### src/sv/voxel_cell_triangle_counter_macros.svh
// Assertion macros used by the voxel cell triangle counter datapath RTL.
`ifndef VOXEL_CELL_TRIANGLE_COUNTER_MACROS_SVH
`define VOXEL_CELL_TRIANGLE_COUNTER_MACROS_SVH

// Same-cycle implication, disabled while in reset.
`define VCTC_ASSERT_IMP(label, clk, rst, ante, cons) \
  label: assert property (@(posedge clk) disable iff (rst) (ante) |-> (cons)) \
    else $error("vctc: same-cycle check failed");

// Next-cycle implication, disabled while in reset.
`define VCTC_ASSERT_NXT(label, clk, rst, ante, cons) \
  label: assert property (@(posedge clk) disable iff (rst) (ante) |=> (cons)) \
    else $error("vctc: next-cycle check failed");

`endif

### src/sv/vctc_pkg.sv
// Shared constants, types and helpers of the voxel cell triangle counter.
`default_nettype none

package vctc_pkg;

  localparam int TABLE_ENTRIES_DEF = 256;
  localparam int COORD_BITS_DEF    = 16;

  localparam int COORD_W    = 16;
  localparam int KEY_W      = 3 * COORD_W;
  localparam int COUNT_W    = 32;
  localparam int DISTINCT_W = 9;

  localparam logic [COUNT_W-1:0] COUNT_MAX = '1;

  // controller -> datapath
  typedef struct packed {
    logic start;   // latch key, restart the scan
    logic scan;    // keep issuing table reads
    logic update;  // write the entry, load the result register
  } cmd_t;

  // datapath -> controller
  typedef struct packed {
    logic scan_done;  // hit found or every occupied entry compared
    logic out_free;   // result register can take a new beat
  } stat_t;

  // saturating increment
  function automatic logic [COUNT_W-1:0] sat_inc(input logic [COUNT_W-1:0] v);
    return (v == COUNT_MAX) ? v : v + 1'b1;
  endfunction

endpackage

`default_nettype wire

### src/sv/vctc_ctrl.sv
// Sequencer of the counter: accept, scan the table, update and post the result.
`default_nettype none

module vctc_ctrl
  import vctc_pkg::*;
(
  input  wire logic  clk,
  input  wire logic  rst,
  input  wire logic  in_valid,
  output      logic  in_ready,
  input  wire stat_t stat,
  output      cmd_t  cmd
);

  localparam logic [1:0] ST_IDLE   = 2'd0;
  localparam logic [1:0] ST_SCAN   = 2'd1;
  localparam logic [1:0] ST_UPDATE = 2'd2;

  logic [1:0] state;
  logic [1:0] state_next;

  // next state and commands
  always_comb begin
    state_next = state;
    cmd        = '0;
    in_ready   = 1'b0;
    case (state)
      ST_IDLE: begin
        // no beat is taken while reset is held
        in_ready = !rst;
        if (in_valid && !rst) begin
          cmd.start  = 1'b1;
          state_next = ST_SCAN;
        end
      end
      ST_SCAN: begin
        cmd.scan = 1'b1;
        if (stat.scan_done) begin
          state_next = ST_UPDATE;
        end
      end
      ST_UPDATE: begin
        // wait until the result register is free
        if (stat.out_free) begin
          cmd.update = 1'b1;
          state_next = ST_IDLE;
        end
      end
      default: begin
        state_next = ST_IDLE;
      end
    endcase
  end

  always_ff @(posedge clk) begin
    if (rst) begin
      state <= ST_IDLE;
    end else begin
      state <= state_next;
    end
  end

endmodule

`default_nettype wire

### config.mk
export PLATFORM = sky130hd
export DESIGN_NAME = vctc_ctrl
export DESIGN_NICKNAME = d
export VERILOG_FILES = /design/src/sv/voxel_cell_triangle_counter_macros.svh /design/src/sv/vctc_pkg.sv /design/src/sv/vctc_ctrl.sv
export SDC_FILE = /design/constraint.sdc
export NUM_CORES = 1
export LEC_CHECK = 0
export BUFFER_PORTS_ARGS = -buffer_cell sky130_fd_sc_hd__buf_4
export CORE_AREA = 4 4 41 43
export DETAILED_ROUTE_END_ITERATION = 6
export DIE_AREA = 0 0 45 47
export SETUP_SLACK_MARGIN = 0.1
export SYNTH_ARGS = -nofsm -noshare
export SYNTH_HDL_FRONTEND = slang
export SYNTH_SLANG_ARGS = --single-unit
### constraint.sdc
create_clock -name clk -period 0.9 [get_ports clk]
set_input_delay 0.09 -clock clk [delete_from_list [all_inputs] [get_ports clk]]
set_output_delay 0.09 -clock clk [all_outputs]
set_load 0.005 [all_outputs]
==> results.json, run 1 <==
{
  "slew_headroom_pct": 81.1,
  "htree_levels": 1,
  "grt_setup_unrepaired": "true",
  "hold_buffers": 0,
  "clkLatencyLatePin_ns": 0.23,
  "cts_tree": "yes",
  "fin_crit_ns": 1.10,
  "final_common_cell": "buf_4",
  "firstDrtPassIters": 2,
  "nets": 33,
  "clock_sinks": 2,
  "p_sw_mw": 0.101,
  "p_seq_share_pct": 25.7,
  "dr_wl_met3_um": 53,
  "cp_data_arrival_time_ns": 1.01,
  "reg_top3": "state x2",
  "rows": 13,
  "n_antenna_cell": 0,
  "grt_pass1_vias": 175,
  "die_h_um": 47,
  "seq_area_um2": 47.5,
  "path_class": "flip-flop to primary output",
  "yosys_register_bits": 2,
  "die_x_um": 45,
  "fin_cells": 41,
  "cp-end-kind": "primary output",
  "ant_nets": 0,
  "worst_ep_required_time_ns": 0.81,
  "layout-drive-gt1-share_pct": 76.9,
  "clock_skew_ns": 0.00456,
  "swShare_pct": 24.7,
  "cp_max_fo": 5,
  "status": "complete, but fails checks",
  "start_util_pct": 8.65,
  "ys_warn_count": 0,
  "dpl.cell_count": 36,
  "timing.hold.ws_ns": 0.0411,
  "cts_buffers": 3,
  "design.portCount": 9,
  "drv_cap": 0,
  "min_path_type": "input port to flip-flop",
  "hold_viol": 0,
  "io_buffer_count": 8,
  "grt_max_degree": 6,
  "cts_root_buffer": "clkbuf_4",
  "antenna_found_initial": 0,
  "largest-register": "state",
  "overflow": 0,
  "routed.top_layer": "met4",
  "startpoint_type": "flip-flop",
  "core_area_um2": 1300,
  "p_comb_share_pct": 22.3,
  "cts.path.max_buffers": 2,
  "syn_avg_cell_area_um2": 9.38,
  "power_density_nw_per_um2": 1500,
  "yosysUniqueCellTypes": 11,
  "netlist_area_um2": 113,
  "slew_viol_final": 0,
  "place_congestion": 0.693,
  "drt_wl_total_um": 377,
  "rrSetupSlack_ns": -0.10,
  "syn_nets": 17,
  "p_int_mw": 0.306,
  "ir_drop_v": 0.000429,
  "drc": 0,
  "setup_slack_ns": -0.197,
  "met1_length_um": 156,
  "clkPwrFrac_pct": 52.1,
  "fillers": 155,
  "viasPerCell": 3.61,
  "first_iter_violations": 2,
  "die_area_um2": 2120,
  "p_leak_nw": 0.121,
  "largest_reg_flops": 2,
  "violations": "setup timing",
  "hpwl_um": 252,
  "wl_met2_um": 153,
  "synthCells": 12,
  "grt_first_pass_wirelength_um": 683,
  "num_vias": 148,
  "setup_viol": 6,
  "tightest_slew_ns": 0.283,
  "clk_pin_slew_ns": 0.03,
  "wl_per_cell_um": 9.20,
  "grt_usage_pct": 5.05,
  "layout-area-overhead-vs-synth_pct": 140,
  "finalCritPeriodShare_pct": 122,
  "final_cell_mix": "buf_4 (8), buf_6 (4), clkbuf_4 (3)",
  "yosysSeqAreaShare_pct": 35.6,
  "multi_input_area_um2": 76.3,
  "max_freq_mhz": 912
}
## critical path, cell delays in order, from the launching register on
cell and delay (ns):
dfxtp_4 0.35, nor3_4 0.18, and2_1 0.15, buf_4 0.10
## logic make-up (layout without fill, tap and decap cells)
group / Yosys count / after routing / synth area share [%]
flops: 2 / 2 / 35.6
buf+inv: 1 / 15 / 6.67
compound gates: 2 / 2 / 13.3
simple gates: 7 / 7 / 44.4
## power by group through the flow
stage,logic (mW),clock network (mW),registers (mW)
after floorplan,0.0265,0,0.105
after global placement,0.0655,0,0.106
after detailed placement,0.0662,0,0.107
after CTS,0.0913,0.220,0.104
after global routing,0.100,0.230,0.106
final,0.0905,0.212,0.104
## layout make-up
cell class | instances | share of cell area [%]
clock buffers | 3 | 8.33
multi-input cells | 9 | 28.2
flip-flops and latches | 2 | 17.6
well taps | 15 | 6.94
repair buffers | 12 | 38.9
## metrics by stage
step | util (%) | worst slack, ns | instance area [µm²] | power, mW | setup TNS (ns)
floorplan | - | 0.0603 | 115 | 0.131 | 0
global placement | 15.5 | -0.0324 | 201 | 0.172 | -0.0451
detailed placement | 15.5 | -0.0604 | 201 | 0.173 | -0.0995
CTS | 20.8 | -0.209 | 270 | 0.416 | -0.752
global route | 20.8 | -0.277 | 270 | 0.436 | -1.03
finish | 20.8 | -0.197 | 270 | 0.407 | -0.715
## routing by layer
| layer | vias up | track usage, % |
|---|---|---|
| met1 | 63 | 4.99 |
| li1 | 72 | - |
| met3 | 2 | 2.68 |
| met4 | 0 | 7.02 |
| met5 | - | 0 |
| met2 | 11 | 6.50 |
## synth_stat cells
master / instances / share of area, %
buf_4: 1 / 6.7
and3b_2: 1 / 8.9
nand3b_1: 1 / 6.7
a2111oi_1: 1 / 8.9
a21oi_1: 1 / 4.4
nor2_1: 1 / 3.3
or3b_1: 1 / 7.8
dfxtp_1: 2 / 36
and2_1: 1 / 5.6
nor3_1: 1 / 4.4
and2b_2: 1 / 7.8
## final timing paths
path / cells past startpoint / startpoint / endpoint
max: 3 / state[0]$_SDFFE_PP0P_ / cmd[2]
min: 2 / rst / state[1]$_SDFFE_PP0P_
max reg2reg: 3 / state[1]$_SDFFE_PP0P_ / state[1]$_SDFFE_PP0P_
min reg2reg: 2 / state[0]$_SDFFE_PP0P_ / state[1]$_SDFFE_PP0P_
## timing repair
| item | in CTS | in global routing |
|---|---|---|
| buffers inserted | 2 | 0 |
| endpoints found under the setup margin | 6 | 6 |
| resized for setup | 8 | 0 |
| pin swaps | 2 | 0 |
Note: power is estimated with default switching activity, not from simulation.
==> run 2: changes to the inputs <==
- CORE_AREA: 4 4 41 43 -> 2 2 39 41
- DIE_AREA: 0 0 45 47 -> 0 0 41 43
- TNS_END_PERCENT: default -> 30
==> results.json, run 2 (synthesis results as in run 1) <==
{
  "grt_use_met3_pct": 0,
  "setup_slack_ns": -0.219,
  "dpl.cell_count": 35,
  "p_comb_share_pct": 21.8,
  "grtUsageMet2_pct": 7.81,
  "largest_reg_flops": 2,
  "worst_ep_required_time_ns": 0.81,
  "antenna_found_initial": 0,
  "cts_buffers": 3,
  "p_leak_nw": 0.112,
  "grt_use_met1_pct": 3.51,
  "clock_skew_ns": 0.00651,
  "final_cell_mix": "buf_4 (6), buf_6 (4), clkbuf_4 (3)",
  "grt_max_degree": 7,
  "cts_root_buffer": "clkbuf_4",
  "top_usage_layer": "met4",
  "overflow": 0,
  "drt_wl_total_um": 335,
  "p_seq_share_pct": 26.6,
  "swShare_pct": 23.4,
  "viasPerCell": 3.45,
  "path_cells": "nor3_4 -> and2_4 -> buf_6",
  "grt_pass1_vias": 152,
  "slew_headroom_pct": 80.0,
  "rrSetupSlack_ns": -0.12,
  "dpl_worst_slack_ns": -0.0301,
  "cts.path.max_buffers": 2,
  "clock_sinks": 2,
  "finalCritPeriodShare_pct": 124,
  "die_x_um": 41,
  "core_area_um2": 1380,
  "setup_viol": 6,
  "grt_usage_pct": 4.81,
  "cpMaxStageDelayCell": "dfxtp_4",
  "place_area_um2": 188,
  "finalPower_mw": 0.396,
  "design.portCount": 9,
  "status": "complete, but fails checks",
  "die_h_um": 43,
  "drv_cap": 0,
  "wl_per_cell_um": 8.38,
  "hold_buffers": 0,
  "largest-register": "state",
  "min_path_type": "input port to flip-flop",
  "rows": 14,
  "path_class": "flip-flop to primary output",
  "fin_crit_ns": 1.12,
  "fin_area_um2": 259,
  "hold_viol": 0,
  "grt_setup_unrepaired": "true",
  "layout-area-overhead-vs-synth_pct": 130,
  "grt_first_pass_wirelength_um": 524,
  "start_util_pct": 8.14,
  "num_vias": 138,
  "clk_pin_slew_ns": 0.03,
  "reg_top3": "state x2",
  "max_freq_mhz": 894,
  "io_buffer_count": 8,
  "first_iter_violations": 1,
  "die_area_um2": 1760,
  "htree_levels": 1,
  "cp-end-kind": "primary output",
  "p_int_mw": 0.304,
  "place_congestion": 0.482,
  "clkLatencyLatePin_ns": 0.23,
  "critical-path-max-stage-delay_ns": 0.35,
  "drc": 0,
  "ir_drop_v": 0.000233,
  "slew_viol_final": 0,
  "clkPwrFrac_pct": 51.6,
  "fin_cells": 40,
  "tightest_slew_ns": 0.300,
  "ant_nets": 0,
  "startpoint_type": "flip-flop",
  "cp_max_fo": 6,
  "layout-drive-gt1-share_pct": 79.2,
  "cp_data_arrival_time_ns": 1.03,
  "power_density_nw_per_um2": 1530,
  "cts_tree": "yes",
  "final_common_cell": "buf_4",
  "p_sw_mw": 0.0926,
  "firstDrtPassIters": 2,
  "violations": "setup timing",
  "n_antenna_cell": 0,
  "nets": 31
}
[run 2: cell types whose count changed in the layout (fill, tap and decap cells not counted), sizes merged]
cell / change
buf: -2
[run 2: area by class of cell]
cell class,count,area (µm²)
sequential,2,47.5
fill,156,1120
tap,16,20.0
multi-input combinational,9,78.8
clock buffer,3,22.5
timing repair buffer,10,90.1
[run 2: worst paths after layout]
check | startpoint | to | cells after the start
setup reg to reg | state[0]$_SDFFE_PP0P_ | state[1]$_SDFFE_PP0P_ | 3
setup / recovery | state[0]$_SDFFE_PP0P_ | cmd[2] | 3
hold reg to reg | state[1]$_SDFFE_PP0P_ | state[0]$_SDFFE_PP0P_ | 1
hold / removal | stat[1] | state[0]$_SDFFE_PP0P_ | 2
[run 2: layer usage]
metal | up-vias | wire (µm)
li1 | 69 | -
met1 | 66 | 91
met2 | 3 | 228
met3 | 0 | 15
met4 | 0 | 0
met5 | - | 0
[run 2: critical path, delay by kind of cell, from the launching register on]
family                 cells  cell delay (ns)
buffers and inverters      1             0.08
AND/OR/NAND/NOR            2             0.36
flip-flops                 1             0.35
[run 2: repair_timing]
action / 4_1_cts / 5_1_grt
gates cloned: 0 / 0
pin swaps: 2 / 2
buffers inserted: 1 / 1
endpoints found under the setup margin: 6 / 6
gates resized for setup: 6 / 3
hold endpoints to repair: 0 / 0
[run 2: power groups by stage]
stage	logic, mW	clock network [mW]	registers [mW]
2_1_floorplan	0.0265	0	0.105
3_3_place_gp	0.0566	0	0.106
3_5_place_dp	0.0571	0	0.107
4_1_cts	0.0728	0.206	0.105
5_1_grt	0.0940	0.214	0.107
6_report	0.0864	0.204	0.105
[run 2: stage by stage]
step	hold WS, ns	util (%)	TNS [ns]
2_1_floorplan	0.152	-	0
6_report	0.0541	18.7	-0.816
4_1_cts	0.0444	17.5	-0.729
3_3_place_gp	0.266	13.6	-0.00812
5_1_grt	0.0620	18.7	-1.07
3_5_place_dp	0.265	13.6	-0.0448
